## config.mk

```make
export PLATFORM = sky130hd
export DESIGN_NAME = bru_queue
export DESIGN_NICKNAME = d
export VERILOG_FILES = /design/src/hdl/bitmap_row_pixel_unpacker_assert.svh /design/src/hdl/bru_pkg.sv /design/src/hdl/bru_queue.sv
export SDC_FILE = /design/constraint.sdc
export NUM_CORES = 1
export LEC_CHECK = 0
export ABC_AREA = 1
export BUFFER_PORTS_ARGS = -buffer_cell sky130_fd_sc_hd__buf_4
export CAP_MARGIN = 5
export CORE_ASPECT_RATIO = 1.5
export CORE_MARGIN = 2
export CORE_UTILIZATION = 30
export DETAILED_ROUTE_END_ITERATION = 7
export PLACE_DENSITY = 0.43
export SLEW_MARGIN = 15
export SYNTH_ARGS = -nofsm -noshare
export SYNTH_HDL_FRONTEND = slang
export SYNTH_SLANG_ARGS = --single-unit
```

## constraint.sdc

```tcl
create_clock -name clk -period 11.3 [get_ports clk]
set_input_delay 1.13 -clock clk [delete_from_list [all_inputs] [get_ports clk]]
set_output_delay 1.13 -clock clk [all_outputs]
set_load 0.01 [all_outputs]
```

## src/hdl/bitmap_row_pixel_unpacker_assert.svh

```systemverilog
// assertion helpers for the unpacker modules, used by the back end
// each expects clk and rst in the scope where it is used
`ifndef BITMAP_ROW_PIXEL_UNPACKER_ASSERT_SVH
`define BITMAP_ROW_PIXEL_UNPACKER_ASSERT_SVH
`ifndef SYNTH
// consequent checked in the same cycle
`define BRU_ASSERT_SAME(lbl, ante, cons, msg) \
  lbl: assert property (@(posedge clk) disable iff (rst) (ante) |-> (cons)) \
    else $error(msg);
// consequent checked in the next cycle
`define BRU_ASSERT_NEXT(lbl, ante, cons, msg) \
  lbl: assert property (@(posedge clk) disable iff (rst) (ante) |=> (cons)) \
    else $error(msg);
`else
`define BRU_ASSERT_SAME(lbl, ante, cons, msg)
`define BRU_ASSERT_NEXT(lbl, ante, cons, msg)
`endif
`endif

```

## src/hdl/bru_pkg.sv

```systemverilog
package bru_pkg;

  // pixel format register codes
  localparam logic [2:0] FMT_1BPP  = 3'd0;
  localparam logic [2:0] FMT_4BPP  = 3'd1;
  localparam logic [2:0] FMT_8BPP  = 3'd2;
  localparam logic [2:0] FMT_24BPP = 3'd3;
  localparam logic [2:0] FMT_32BPP = 3'd4;

  // register indexes on the config port
  localparam logic [1:0] REG_FORMAT = 2'd0;
  localparam logic [1:0] REG_WIDTH  = 2'd1;
  localparam logic [1:0] REG_HEIGHT = 2'd2;

  // queue entry kinds
  localparam logic [2:0] KIND_WRITE = 3'd0;
  localparam logic [2:0] KIND_PAL1  = 3'd1;
  localparam logic [2:0] KIND_PAL4  = 3'd2;
  localparam logic [2:0] KIND_PAL8  = 3'd3;
  localparam logic [2:0] KIND_DIR24 = 3'd4;
  localparam logic [2:0] KIND_DIR32 = 3'd5;

  // queue between front and back
  localparam int QUEUE_DEPTH = 4;
  localparam int QPTR_W      = 2;
  localparam int QCNT_W      = 3;

  // config as seen by the front
  typedef struct packed {
    logic [2:0]  fmt;
    logic [12:0] width;        // clamped width
    logic [11:0] last_row;     // clamped height minus one
    logic        restart;      // a register write restarts the frame
    logic [11:0] restart_row;  // first row after that write
  } cfg_t;

  // one piece of work for the back
  typedef struct packed {
    logic [2:0]  kind;
    logic [7:0]  data;   // data byte, or palette index for a write
    logic [23:0] rgb;    // direct colour, or palette colour for a write
    logic [11:0] x;      // column of first pixel
    logic [11:0] y;
    logic [3:0]  count;  // pixels to emit, 1..8
  } entry_t;

endpackage

```

## src/hdl/bru_queue.sv

```systemverilog
module bru_queue (
  input  logic            clk,
  input  logic            rst,
  input  logic            push,
  input  bru_pkg::entry_t wdata,
  input  logic            pop,
  output logic            full,
  output logic            head_valid,
  output bru_pkg::entry_t head
);
  import bru_pkg::*;

  entry_t             slots [QUEUE_DEPTH];
  logic [QPTR_W-1:0]  wr_ptr;
  logic [QPTR_W-1:0]  rd_ptr;
  logic [QCNT_W-1:0]  fill;
  logic               do_push;
  logic               do_pop;

  assign full       = fill == QCNT_W'(QUEUE_DEPTH);
  assign head_valid = fill != '0;
  assign head       = slots[rd_ptr];
  assign do_push    = push && !full;
  assign do_pop     = pop && head_valid;

  // entry storage
  always_ff @(posedge clk) begin
    if (do_push) begin
      slots[wr_ptr] <= wdata;
    end
  end

  // pointers and fill level
  always_ff @(posedge clk) begin
    if (rst) begin
      wr_ptr <= '0;
      rd_ptr <= '0;
      fill   <= '0;
    end else begin
      if (do_push) begin
        wr_ptr <= wr_ptr + QPTR_W'(1);
      end
      if (do_pop) begin
        rd_ptr <= rd_ptr + QPTR_W'(1);
      end
      if (do_push && !do_pop) begin
        fill <= fill + QCNT_W'(1);
      end else if (do_pop && !do_push) begin
        fill <= fill - QCNT_W'(1);
      end
    end
  end

endmodule

```

==> impl_results.md <==
* RSZ-0062 raised after global routing: false
* Yosys cell types at 24
* Critical path cell sequence: buf_4, inv_8, o21ai_0, o22ai_2, buf_4
* Die width at 154 um
* CP peak stage delay at 0.78 ns
* H-tree lvl count at 1
* Async SR Flop Fraction at 0%
* Post-synthesis sequential area ratio at 76.7%
* GPL Wtd Cong at 0.718
* Final design utilization at 36.7%
* Full die area at 35200 um2
* Ant diodes at 0
* Global-route wire length before repair at 35.6 mm
* P_leak at 4.18 nW
* Fillcell total at 3125
* Tot GR Track Use at 13.1%
* CTS Hold Buffers Added at 0
* Post-synthesis cell area at 10100 um2
* VDD IR-drop max at 0.101 mV
* CP startpoint kind: register
* Num CTS Buffers at 25
* Starting Density at 30.3%
* Hold WC Path Type: register to register
* Cell accounting for the most synthesized area: edfxtp_1
* Final std cells w/o fill at 1241
* Status: completed
* Die Y at 229 um
* Net count after synthesis at 751
* Critical path arrival at 3.21 ns
* Vias at 5934
* Worst path most repeated cell: buf_4
* Post-route ant nets at 0
* Layout cells sized above 1 at 30.5%
* CTS root buf: clkbuf_16
* Post-layout min period at 4.34 ns
* Post-route DRC at 0
* Most frequently used flop master after synthesis: edfxtp_1
* Routed length per instance at 19.0 um
* Pre-Repair DR Iteration Count at 4
* Area delta synth->final at 21.1%
* Max-Cap Viols at 0
* Vias per cell at 4.78
* Synth Area per Inst at 14.9 um2
* Critical path class: register to output port
* Fmax at 231 MHz
* Cells after Synth at 678
* Share of power burned in registers at 44.6%
* CP Capture Type: output port
* Sw frac at 30.3%
* Worst-Skew Late Latency at 0.53 ns
* Register area at 7750 um2
* Post-DP HPWL at 12.6 mm
* Final hold vios at 0
* Int Pwr at 1.91 mW
* Number of global-route vias before repair at 6287
* Count leader, synth: edfxtp_1
* Clock network power share at 29.1%
* Setup TNS at 0 ns
* Initial antenna violation count at 1
* Post-cts sizing count at 0
* Area of the multi-input gates at 2060 um2
* GRT overflow at 0
* Fin area at 12200 um2
* Cell area after placement at 11400 um2
* Clock sink total at 261
* Max Buffers Root-to-Sink at 3
* Clock transition at path regs at 0.06 ns
* TritonCTS clock tree: built
* Synth warnings at 0
* Critical-path maximum fanout at 126
* Rel. slew slack at 29.7%
* Top post-synthesis cells by area: edfxtp_1, o21ai_0, nor2_1
* Rows at 82
* Number of post-CTS setup repair buffers at 0
* WP data required at 10.17 ns
* Cells after DPL at 1195
* WL final at 23.6 mm
* Nets at 875
* Post-synth top cells: edfxtp_1, o21ai_0, nor2_1
* Largest net degree at the start of global routing at 127
* Tightest Pin Transition at 1.06 ns
* Final setup vio count at 0
* PwrDens at 224 nW/um2
* Slowest-stage cell, CP: buf_4
* Max Slew Vio Count at 0
* Post-synth EDFFs at 252
* Flops & latches, synth at 261
* DRC marker count from the first detailed-route iteration at 343
* Ports at 132
* Synth top area share at 74.9%
* Logic pwr share at 26.4%
* Final Skew at 0.0128 ns
* Fin crit share at 38.4%
* Core ar. at 33300 um2
* Net Sw Power at 0.830 mW
* FF-to-FF setup slack at 8.57 ns
* PortBufs at 131
[worst max-delay path, delay by kind of cell (launching register included)]
kind,cells,cell delay (ns)
buffers and inverters,3,1.43
AO/OA/AOI/OAI,2,0.51
flip-flops,1,0.64
[power by group through the flow]
stage	logic, mW	registers [mW]	clock network (mW)
floorplan	0.435	1.23	0
global placement	0.728	1.24	0
detailed placement	0.744	1.24	0
CTS	0.746	1.22	0.821
global route	0.795	1.23	0.857
finish	0.721	1.22	0.795
[metal layers]
metal  vias to the layer above  global-route usage [%]  routed length (um)
li1                       2770                       -                   -
met1                      3000                    15.6                9620
met2                       132                    24.0               12300
met3                        30                    2.67                1240
met4                         2                    3.39                 363
met5                         -                       0                  16
[final cells by class]
cell class	count	share of cell area, %
clock buffer	25	5.12
clock inverter	21	1.26
timing repair buffer	137	8.41
sequential	261	63.4
multi-input combinational	360	16.9
tap	420	4.30
inverter	17	0.624
[placed cells by master (no fill, tap or decap), types with 13 or more instances in the layout]
cell type  instances
o22ai_1           33
nor2_1            96
o21ai_1           13
o21ai_0          114
nand2_1           15
edfxtp_1         252
inv_1             15
buf_4            137
o22ai_2           30
clkbuf_16         25
nor2_2            40
[per-stage QoR]
stage | hold slack [ns] | total power, mW | setup WS [ns]
after global placement | 0.470 | 1.96 | 7.54
after CTS | 0.494 | 2.79 | 6.89
after global routing | 0.518 | 2.88 | 6.70
after detailed placement | 0.484 | 1.99 | 7.46
final | 0.492 | 2.74 | 6.96
after floorplan | 0.459 | 1.66 | 6.94
[logic make-up after synthesis]
kind of cell | after synthesis | share of synthesized area [%]
compound gates | 193 | 12.2
xor+xnor | 1 | 0.0867
fa+ha+maj | 6 | 0.818
simple gates | 160 | 7.03
flops | 261 | 76.7
buf+inv | 57 | 3.15
[path summary, 6_finish.rpt]
| kind | end | depth (start not counted) | start |
|---|---|---|---|
| max reg2reg | slots[1][4] | 5 | fill[0] |
| min | register | 2 | rd_ptr[1] |
| min reg2reg | register | 2 | rd_ptr[1] |
| max | head[45] | 5 | register |
[flip-flops by register name, indices dropped and copies added (netlist names), named ones only]
register and count:
fill 3, slots 252, wr_ptr 2, rd_ptr 2
Power figures use the tool's default switching activity.
