### config.mk
export PLATFORM = sky130hd
export DESIGN_NAME = bru_front_flat
export DESIGN_NICKNAME = d
export VERILOG_FILES = /design/src/hdl/bitmap_row_pixel_unpacker_assert.svh /design/src/hdl/bru_pkg.sv /design/src/hdl/bru_ifs.sv /design/src/hdl/bru_front.sv /design/src/flat_wrapper.sv
export SDC_FILE = /design/constraint.sdc
export NUM_CORES = 1
export LEC_CHECK = 0
export ABC_AREA = 1
export BUFFER_PORTS_ARGS = -buffer_cell sky130_fd_sc_hd__buf_4
export CAP_MARGIN = 30
export CORE_ASPECT_RATIO = 0.75
export CORE_UTILIZATION = 50
export DETAILED_ROUTE_END_ITERATION = 16
export PLACE_DENSITY = 0.85
export REMOVE_ABC_BUFFERS = 1
export SETUP_SLACK_MARGIN = 0.1
export SLEW_MARGIN = 5
export SYNTH_ARGS = -nofsm -noshare
export SYNTH_HDL_FRONTEND = slang
export SYNTH_SLANG_ARGS = --single-unit
### constraint.sdc
create_clock -name clk -period 3.9 [get_ports clk]
set_input_delay 0.195 -clock clk [delete_from_list [all_inputs] [get_ports clk]]
set_output_delay 0.195 -clock clk [all_outputs]
set_load 0.02 [all_outputs]
### src/hdl/bitmap_row_pixel_unpacker_assert.svh
// assertion helpers for the unpacker modules, used by the back end
// each expects clk and rst in the scope where it is used
`ifndef BITMAP_ROW_PIXEL_UNPACKER_ASSERT_SVH
`define BITMAP_ROW_PIXEL_UNPACKER_ASSERT_SVH
`ifndef SYNTH
// consequent checked in the same cycle
`define BRU_ASSERT_SAME(lbl, ante, cons, msg) \
  lbl: assert property (@(posedge clk) disable iff (rst) (ante) |-> (cons)) \
    else $error(msg);
// consequent checked in the next cycle
`define BRU_ASSERT_NEXT(lbl, ante, cons, msg) \
  lbl: assert property (@(posedge clk) disable iff (rst) (ante) |=> (cons)) \
    else $error(msg);
`else
`define BRU_ASSERT_SAME(lbl, ante, cons, msg)
`define BRU_ASSERT_NEXT(lbl, ante, cons, msg)
`endif
`endif

### src/hdl/bru_pkg.sv
package bru_pkg;

  // pixel format register codes
  localparam logic [2:0] FMT_1BPP  = 3'd0;
  localparam logic [2:0] FMT_4BPP  = 3'd1;
  localparam logic [2:0] FMT_8BPP  = 3'd2;
  localparam logic [2:0] FMT_24BPP = 3'd3;
  localparam logic [2:0] FMT_32BPP = 3'd4;

  // register indexes on the config port
  localparam logic [1:0] REG_FORMAT = 2'd0;
  localparam logic [1:0] REG_WIDTH  = 2'd1;
  localparam logic [1:0] REG_HEIGHT = 2'd2;

  // queue entry kinds
  localparam logic [2:0] KIND_WRITE = 3'd0;
  localparam logic [2:0] KIND_PAL1  = 3'd1;
  localparam logic [2:0] KIND_PAL4  = 3'd2;
  localparam logic [2:0] KIND_PAL8  = 3'd3;
  localparam logic [2:0] KIND_DIR24 = 3'd4;
  localparam logic [2:0] KIND_DIR32 = 3'd5;

  // queue between front and back
  localparam int QUEUE_DEPTH = 4;
  localparam int QPTR_W      = 2;
  localparam int QCNT_W      = 3;

  // config as seen by the front
  typedef struct packed {
    logic [2:0]  fmt;
    logic [12:0] width;        // clamped width
    logic [11:0] last_row;     // clamped height minus one
    logic        restart;      // a register write restarts the frame
    logic [11:0] restart_row;  // first row after that write
  } cfg_t;

  // one piece of work for the back
  typedef struct packed {
    logic [2:0]  kind;
    logic [7:0]  data;   // data byte, or palette index for a write
    logic [23:0] rgb;    // direct colour, or palette colour for a write
    logic [11:0] x;      // column of first pixel
    logic [11:0] y;
    logic [3:0]  count;  // pixels to emit, 1..8
  } entry_t;

endpackage

### src/hdl/bru_ifs.sv
// input request channel
interface bru_in_if;
  logic       valid;
  logic       ready;
  logic       cmd;
  logic [7:0] palette_index;
  logic [7:0] palette_red;
  logic [7:0] palette_green;
  logic [7:0] palette_blue;
  logic [7:0] data_byte;

  modport source (
    output valid, cmd, palette_index, palette_red, palette_green, palette_blue,
           data_byte,
    input  ready
  );
  modport sink (
    input  valid, cmd, palette_index, palette_red, palette_green, palette_blue,
           data_byte,
    output ready
  );
endinterface


### src/hdl/bru_front.sv
module bru_front (
  input  logic            clk,
  input  logic            rst,
  input  bru_pkg::cfg_t   cfg,
  bru_in_if.sink          pix_in,
  input  logic            q_full,
  output logic            q_push,
  output bru_pkg::entry_t q_wdata
);
  import bru_pkg::*;

  logic [14:0] p;        // byte position in row
  logic [13:0] col;      // direct colour column
  logic [1:0]  ch;       // direct colour byte within pixel
  logic [23:0] partial;  // gathered direct colour bytes
  logic [11:0] row;

  logic        accept;
  logic        is_data;
  logic [2:0]  mode;
  logic [14:0] row_len;
  logic [15:0] p_inc;
  logic        row_end;
  logic [17:0] w18;
  logic [17:0] x0;
  logic [17:0] diff;
  logic        in_row;
  logic [3:0]  cap;
  logic [3:0]  cnt;
  logic        is_direct;
  logic        ch_done;
  logic [23:0] direct_rgb;

  assign pix_in.ready = !q_full;
  assign accept       = pix_in.valid && pix_in.ready;
  assign is_data      = pix_in.cmd;

  // format decode, unknown codes act as 8bpp
  always_comb begin
    unique case (cfg.fmt)
      FMT_1BPP:  mode = KIND_PAL1;
      FMT_4BPP:  mode = KIND_PAL4;
      FMT_24BPP: mode = KIND_DIR24;
      FMT_32BPP: mode = KIND_DIR32;
      default:   mode = KIND_PAL8;
    endcase
  end

  // padded row length in bytes
  assign w18 = 18'(cfg.width);
  always_comb begin
    unique case (mode)
      KIND_PAL1:  row_len = 15'(((w18 + 18'd31) >> 5) << 2);
      KIND_PAL4:  row_len = 15'(((w18 + 18'd7) >> 3) << 2);
      KIND_DIR24: row_len = 15'(((18'({cfg.width, 4'b0000}) +
                                  18'({cfg.width, 3'b000}) + 18'd31) >> 5) << 2);
      KIND_DIR32: row_len = 15'({cfg.width, 2'b00});
      default:    row_len = 15'((w18 + 18'd3) >> 2 << 2);
    endcase
  end

  assign p_inc   = 16'(p) + 16'd1;
  assign row_end = p_inc >= 16'(row_len);

  // first column and pixel count of this byte
  assign is_direct = (mode == KIND_DIR24) || (mode == KIND_DIR32);
  assign ch_done   = (mode == KIND_DIR24) ? (ch == 2'd2) : (ch == 2'd3);

  always_comb begin
    unique case (mode)
      KIND_PAL1: begin
        x0  = 18'({p, 3'b000});
        cap = 4'd8;
      end
      KIND_PAL4: begin
        x0  = 18'({p, 1'b0});
        cap = 4'd2;
      end
      KIND_DIR24, KIND_DIR32: begin
        x0  = 18'(col);
        cap = 4'd1;
      end
      default: begin
        x0  = 18'(p);
        cap = 4'd1;
      end
    endcase
  end

  assign in_row = x0 < w18;
  assign diff   = w18 - x0;

  always_comb begin
    if (!in_row || (is_direct && !ch_done)) begin
      cnt = 4'd0;
    end else if (diff >= 18'(cap)) begin
      cnt = cap;
    end else begin
      cnt = diff[3:0];
    end
  end

  assign direct_rgb = (mode == KIND_DIR24) ? {pix_in.data_byte, partial[15:0]} : partial;

  // classify the request into a queue entry
  always_comb begin
    q_wdata.x     = x0[11:0];
    q_wdata.y     = row;
    q_wdata.count = cnt;
    if (!is_data) begin
      q_wdata.kind = KIND_WRITE;
      q_wdata.data = pix_in.palette_index;
      q_wdata.rgb  = {pix_in.palette_red, pix_in.palette_green, pix_in.palette_blue};
    end else begin
      q_wdata.kind = mode;
      q_wdata.data = pix_in.data_byte;
      q_wdata.rgb  = direct_rgb;
    end
  end

  assign q_push = accept && (!is_data || (cnt != 4'd0));

  // row walk state
  always_ff @(posedge clk) begin
    if (rst) begin
      p       <= '0;
      col     <= '0;
      ch      <= '0;
      partial <= '0;
      row     <= '0;
    end else if (cfg.restart) begin
      p       <= '0;
      col     <= '0;
      ch      <= '0;
      partial <= '0;
      row     <= cfg.restart_row;
    end else if (accept && is_data) begin
      if (row_end) begin
        p       <= '0;
        col     <= '0;
        ch      <= '0;
        partial <= '0;
        if (row == 12'd0 || row > cfg.last_row) begin
          row <= cfg.last_row;
        end else begin
          row <= row - 12'd1;
        end
      end else begin
        p <= p_inc[14:0];
        if (is_direct) begin
          if (ch_done) begin
            ch  <= 2'd0;
            col <= col + 14'd1;
          end else begin
            ch <= ch + 2'd1;
          end
          unique case (ch)
            2'd0:    partial <= {16'd0, pix_in.data_byte};
            2'd1:    partial <= {8'd0, pix_in.data_byte, partial[7:0]};
            2'd2:    partial <= {pix_in.data_byte, partial[15:0]};
            default: partial <= partial;
          endcase
        end
      end
    end
  end

endmodule

### src/flat_wrapper.sv
// flat-port wrapper written by rule: the top's interface ports become plain ports
module bru_front_flat import bru_pkg::*;
  (clk, rst, cfg, q_full, q_push, q_wdata, pix_in_valid, pix_in_cmd, pix_in_palette_index, pix_in_palette_red, pix_in_palette_green, pix_in_palette_blue, pix_in_data_byte, pix_in_ready);
  bru_in_if pix_in_i ();
  input  logic clk;
  input  logic rst;
  input  bru_pkg::cfg_t cfg;
  input  logic q_full;
  output logic q_push;
  output bru_pkg::entry_t q_wdata;
  input wire logic [$bits(pix_in_i.valid)-1:0] pix_in_valid;
  input wire logic [$bits(pix_in_i.cmd)-1:0] pix_in_cmd;
  input wire logic [$bits(pix_in_i.palette_index)-1:0] pix_in_palette_index;
  input wire logic [$bits(pix_in_i.palette_red)-1:0] pix_in_palette_red;
  input wire logic [$bits(pix_in_i.palette_green)-1:0] pix_in_palette_green;
  input wire logic [$bits(pix_in_i.palette_blue)-1:0] pix_in_palette_blue;
  input wire logic [$bits(pix_in_i.data_byte)-1:0] pix_in_data_byte;
  output wire logic [$bits(pix_in_i.ready)-1:0] pix_in_ready;
  assign pix_in_i.valid = pix_in_valid;
  assign pix_in_i.cmd = pix_in_cmd;
  assign pix_in_i.palette_index = pix_in_palette_index;
  assign pix_in_i.palette_red = pix_in_palette_red;
  assign pix_in_i.palette_green = pix_in_palette_green;
  assign pix_in_i.palette_blue = pix_in_palette_blue;
  assign pix_in_i.data_byte = pix_in_data_byte;
  assign pix_in_ready = pix_in_i.ready;
  bru_front u_core (.clk(clk), .rst(rst), .cfg(cfg), .pix_in(pix_in_i), .q_full(q_full), .q_push(q_push), .q_wdata(q_wdata));
endmodule
==> impl_metrics.ini, run 1 <==
[status]
status = complete, no violations

[critical_path]
rrSetupSlack_ns = 0.15
cp.arrival_ns = 4.03
path_buf_inv = 7
critical_path.top_delay_family = simple AND/OR/NAND/NOR gates
max_stage_delay_ns = 0.33
r2r.worst_path.cells = 19
criticalPathCategory = in2reg
r2r_end = u_core.ch[1]$_SDFFE_PP0P_
crit_slowest_cell = ha_1
reg2reg_from = u_core.p[0]$_SDFFE_PP0P_
end_kind = flop
worstPathMaxFanout = 8
critPathLaunchType = input port
crit_required_ns = 4.13

[floorplan]
floorplan.initialDensity = 0.5228
coreArea_mm2 = 0.01552
die_y_um = 112.3
design.die.area_mm2 = 0.01674
io_pins = 151
rows = 39
die_width_um = 149.1

[yosys]
syn_avg_cell_area_um2 = 5.770
ys_types = 55
async_reset_ff_frac = 0
yosys-top-cells-area = nand2_1, dfxtp_1, ha_1
synth_top_area_frac = 0.1999
netlist_instances = 1406
synth_flop_cell = dfxtp_1
synth_warnings = 0
ys_seq_area_frac = 0.1653
synth_area_mm2 = 0.008113
synth_enable_flop_cells = 0
synth.largest_area_cell = nand2_1
synth_seq_cells = 67

[routing]
vias_per_cell = 5.688
via_count = 10520
firstDrtPassIters = 9
wl_um = 29160
drcViolationCount = 0
drtAntennaViolNets = 0
drtIter0Drc = 1168
wl_per_cell_um = 15.76

[sta]
relSlewSlack = 0.4625
fin_crit_ns = 3.799
rsz0062_at_grt = true
setup_viol = 0
fin_worst_skew_ns = 0.007824
worst_pin_slew_ns = 0.8013
finalCritPeriodShare = 0.9741
drv_slew = 0
fmax_ghz = 0.2632
final_hold_viol_count = 0

[finish]
multiInputGateArea_mm2 = 0.006436
final_cell_area_mm2 = 0.01109
fillers = 1256
final_common_cell = nand2_1
finalNonFillerCells = 1850
regArea_mm2 = 0.001349
syn_to_final_growth_pct = 36.69
final_cell_mix = nand2_1, buf_4, inv_1
drive_gt1_frac = 0.2559
antenna_cells = 0
fin_nets = 1810

[power_and_ir_drop]
power_mw = 2.562
p_leak_nw = 5.412
p_per_area_mw_per_mm2 = 231.0
ir_worst_vdd_mv = 0.2027

[min_path]
hp-start = pix_in_data_byte[6]
min_to = u_core.partial[6]$_SDFFE_PP0P_
worstHoldPathType = in2reg
min_delay_path_depth = 3

[place]
dpl.hpwl_um = 20890
place_inst = 1803
placed_area_mm2 = 0.009937
io_buffers = 150
place_congestion = 0.9613

[clock_network]
cts_max_level = 3
cts_tree = built
clk-insertion-delay-late_ns = 0.34
cts-root-buf = clkbuf_16
cts_buffers = 9
cts-hold-fix-buffers = 0
clk_path_buf_depth = 2
cts_sinks = 67
path_clk_slew_ns = 0.05

[global_route]
grt_pass1_vias = 9160
grt_pass1_wl_um = 43750
grtUsageTotal = 0.3209
grt.overflow.total = 0
grt_max_degree = 36
antenna_found_initial = 0

[job]
cap_violations = 0
==> power by group <==
group / total, mW / switching (mW) / internal (mW)
registers: 0.726 / 0.0255 / 0.700
clock network: 0.803 / 0.307 / 0.496
logic: 1.03 / 0.603 / 0.430
total: 2.56 / 0.936 / 1.63
==> cells by family (layout without fill, tap and decap cells) <==
kind of cell	Yosys count	after routing	share of synthesized area
simple gates	774	774	0.4008
buf+inv	222	461	0.1073
compound gates	219	219	0.1528
fa+ha+maj	84	84	0.1305
flops	67	67	0.1653
xor+xnor	40	40	0.04318
==> registers in the layout, indices dropped and copies added, names as in the netlist <==
signal          flops
u_core.partial     24
u_core.p           15
u_core.ch           2
u_core.col         14
u_core.row         12
==> cell usage after synthesis (all sizes together) (10+ instances only) <==
cell type,number
nand2,435
inv,181
nor3,23
buf,12
nand4,26
o21ai,84
xnor2,10
nor2,162
dfxtp,67
ha,83
a21oi,93
xor2,30
nand3,108
clkbuf,27
==> how the worst max path moves through the flow <==
stage                        startpoint                              end  slack, ns  cells past startpoint
3_3_place_gp                    cfg[28]  u_core.partial[15]$_SDFFE_PP0P_      -0.24                     29
4_1_cts        u_core.p[0]$_SDFFE_PP0P_                           q_push       0.07                     25
3_5_place_dp                    cfg[28]  u_core.partial[10]$_SDFFE_PP0P_      -0.46                     28
2_1_floorplan                   cfg[28]       u_core.row[0]$_SDFFE_PP0P_      -0.18                     26
6_report                        cfg[27]  u_core.partial[15]$_SDFFE_PP0P_       0.10                     27
5_1_grt                         cfg[27]  u_core.partial[15]$_SDFFE_PP0P_      -0.11                     30
==> worst reg2reg max path, stage by stage, from the launching register on <==
cell and delay [ns]:
dfxtp_4 0.38, buf_4 0.13, ha_1 0.21, nand3_2 0.14, nor3_4 0.22, nand3_2 0.14
nor3_4 0.26, nand3_2 0.15, nor3_4 0.21, xor2_2 0.19, ha_1 0.26, inv_1 0.09
o211ai_1 0.10, a21oi_2 0.17, nand3_4 0.19, o21ai_4 0.29, buf_6 0.15, clkinvlp_4 0.13
nor2_1 0.17, nor3_1 0.07
==> per-layer routing <==
metal / share of wire / up-vias / track usage
met4: 0.033 / 0 / 0.1041
li1: - / 5040 / -
met3: 0.12 / 115 / 0.05691
met5: 0 / - / 0
met2: 0.44 / 655 / 0.5057
met1: 0.41 / 4713 / 0.4407
==> per-stage QoR <==
stage | util | hold WS, ns | TNS (ns) | setup WS, ns
2_1_floorplan | - | 0.3440 | -1.397 | -0.1776
3_3_place_gp | 0.6404 | 0.4537 | -9.562 | -0.2423
3_5_place_dp | 0.6404 | 0.4716 | -21.14 | -0.4637
4_1_cts | 0.6672 | 0.1494 | 0 | 0.06536
5_1_grt | 0.7146 | 0.1765 | -0.9072 | -0.1115
6_report | 0.7146 | 0.1595 | 0 | 0.1012
==> layout make-up <==
cell class                 count  share of cell area
timing repair inverter         2            0.001128
timing repair buffer         260              0.1836
inverter                     183             0.06420
clock buffer                  12             0.02132
clock inverter                 4            0.004626
sequential                    67              0.1216
multi-input combinational   1117              0.5804
tap                          205             0.02313
==> timing repair <==
| item | in CTS | in global routing |
|---|---|---|
| resized for setup | 21 | 149 |
| pin swaps | 18 | 50 |
| buffers inserted | 9 | 20 |
| setup endpoints to repair | 64 | 72 |
| cloned | 0 | 2 |
No activity file was read; power rests on OpenSTA's default activity.
==> inputs of run 2 (changes only) <==
Settings changed: RECOVER_POWER set to 25.
==> impl_metrics.ini, run 2 (same netlist as run 1, synthesis figures left out) <==
[critical_path]
worstPathMaxFanout = 4
cp.arrival_ns = 3.58
critical_path.top_delay_family = simple AND/OR/NAND/NOR gates
criticalPathCategory = reg2out
crit_slowest_cell = fa_1
max_stage_delay_ns = 0.53
critPathLaunchType = flop
path_buf_inv = 4
path_cells = buf_6 > nand2_2 > o21ai_2 > buf_6 > ha_4 > fa_1 > inv_1 > ha_1 > nand2_1 > nand3_2 > a21oi_2 > nand3_1 > nor3_1 > nand3_1 > nor2_1 > nand3_1 > nor2_2 > nand4_1 > nand2_1 > nand2_1 > nor2_1 > nor2_1 > buf_4
crit_required_ns = 3.70
end_kind = primary output

[status]
status = complete, no violations

[clock_network]
cts_tree = built
cts_buffers = 9
cts_max_level = 3
cts-hold-fix-buffers = 0
clk_path_buf_depth = 2
clk-insertion-delay-late_ns = 0.34
cts_sinks = 67
cts-root-buf = clkbuf_16
path_clk_slew_ns = 0.06

[floorplan]
rows = 39
design.die.area_mm2 = 0.01674
die_width_um = 149.1
die_y_um = 112.3
io_pins = 151
coreArea_mm2 = 0.01552
floorplan.initialDensity = 0.5228

[sta]
fin_crit_ns = 3.774
final_hold_viol_count = 0
fin_worst_skew_ns = 0.007636
setup_viol = 0
rsz0062_at_grt = true
relSlewSlack = 0.4817
fmax_ghz = 0.2650
worst_pin_slew_ns = 0.7727
finalCritPeriodShare = 0.9677
drv_slew = 0
setup_ws_ns = 0.1262

[finish]
final_cell_mix = nand2_1, buf_4, inv_1
antenna_cells = 0
largest_register = u_core.partial
largestRegisters = u_core.partial (24), u_core.p (15), u_core.col (14)
final_common_cell = nand2_1
syn_to_final_growth_pct = 36.13
fillers = 1261
fin_util = 0.7117
largest_reg_flops = 24
fin_nets = 1810
drive_gt1_frac = 0.2486

[global_route]
grt_max_degree = 36
grt_pass1_vias = 9160
grtUsageTotal = 0.3209
antenna_found_initial = 0
grt.overflow.total = 0
grt_pass1_wl_um = 43750

[power_and_ir_drop]
p_comb_frac = 0.400
pwr-share-clk = 0.315
sw_frac_of_total = 0.3665
p_per_area_mw_per_mm2 = 231.1
p_leak_nw = 5.364
seqPwrFrac = 0.284
p_sw_uw = 935.6
internal_power_mw = 1.617
power_mw = 2.553
ir_worst_vdd_mv = 0.2029

[routing]
drtAntennaViolNets = 0
firstDrtPassIters = 6
drtIter0Drc = 1156
vias_per_cell = 5.676
via_count = 10500
drcViolationCount = 0
wl_per_cell_um = 15.66
wl_um = 28980

[place]
dpl.hpwl_um = 20890
io_buffers = 150
place_congestion = 0.9613
pre_cts_ws_ns = -0.4637

[job]
cap_violations = 0

[min_path]
worstHoldPathType = in2reg
## run 2: timing repair
| action | 4_1_cts | 5_1_grt |
|---|---|---|
| setup endpoints to repair | 64 | 72 |
| pin swaps | 18 | 50 |
| setup buffers | 9 | 20 |
| resized for setup | 21 | 149 |
| cloned | 0 | 2 |
## run 2: power groups by stage
stage | registers (mW) | logic, mW | clock network, mW
3_5_place_dp | 0.739 | 0.900 | 0
2_1_floorplan | 0.745 | 0.523 | 0
6_report | 0.725 | 1.02 | 0.805
3_3_place_gp | 0.739 | 0.876 | 0
5_1_grt | 0.727 | 1.13 | 0.829
4_1_cts | 0.724 | 0.920 | 0.807
## run 2: final cells by class
class	count	area [µm²]	area share
clock buffer	12	236.5	0.02141
multi-input combinational	1117	6436	0.5828
timing repair inverter	2	12.51	0.001133
tap	205	256.5	0.02322
inverter	183	711.9	0.06446
timing repair buffer	260	1991	0.1802
clock inverter	4	51.30	0.004645
sequential	67	1349	0.1221
## run 2: metrics by stage
stage | setup TNS, ns | hold WS [ns] | cell area (µm²) | std cells
floorplan | -1.397 | 0.3440 | 7931 | 1367
global placement | -9.562 | 0.4537 | 9937 | 1803
detailed placement | -21.14 | 0.4716 | 9937 | 1803
CTS | 0 | 0.1494 | 10350 | 1828
global route | -0.9072 | 0.1765 | 11040 | 1850
finish | 0 | 0.1596 | 11040 | 1850
## run 2: worst reg2reg max path, cell delays in order (launching register included)
cell,delay [ns]
dfxtp_4,0.37
buf_4,0.13
ha_1,0.21
nand3_2,0.14
nor3_4,0.22
nand3_2,0.14
nor3_4,0.27
nand3_2,0.15
nor3_4,0.21
xor2_2,0.11
ha_1,0.31
inv_1,0.06
a21oi_2,0.13
nand4_1,0.17
nand3_4,0.19
o21ai_4,0.12
buf_6,0.15
nor2_4,0.26
buf_6,0.18
nand2_2,0.04
nand2_1,0.05
nor2_1,0.04
## run 2: path summary, 6_finish.rpt
path | from | end | slack, ns | cells past startpoint
max | u_core.p[0]$_SDFFE_PP0P_ | q_push | 0.13 | 23
min | pix_in_data_byte[6] | u_core.partial[6]$_SDFFE_PP0P_ | 0.16 | 3
max reg2reg | u_core.p[0]$_SDFFE_PP0P_ | u_core.partial[15]$_SDFFE_PP0P_ | 0.15 | 21
min reg2reg | u_core.partial[8]$_SDFFE_PP0P_ | u_core.partial[8]$_SDFFE_PP0P_ | 0.47 | 2
## run 2: per-layer routing
layer | GRT usage | part of all wire
met2 | 0.5057 | 0.44
met4 | 0.1041 | 0.033
met1 | 0.4407 | 0.41
met3 | 0.05691 | 0.11
met5 | 0 | 0
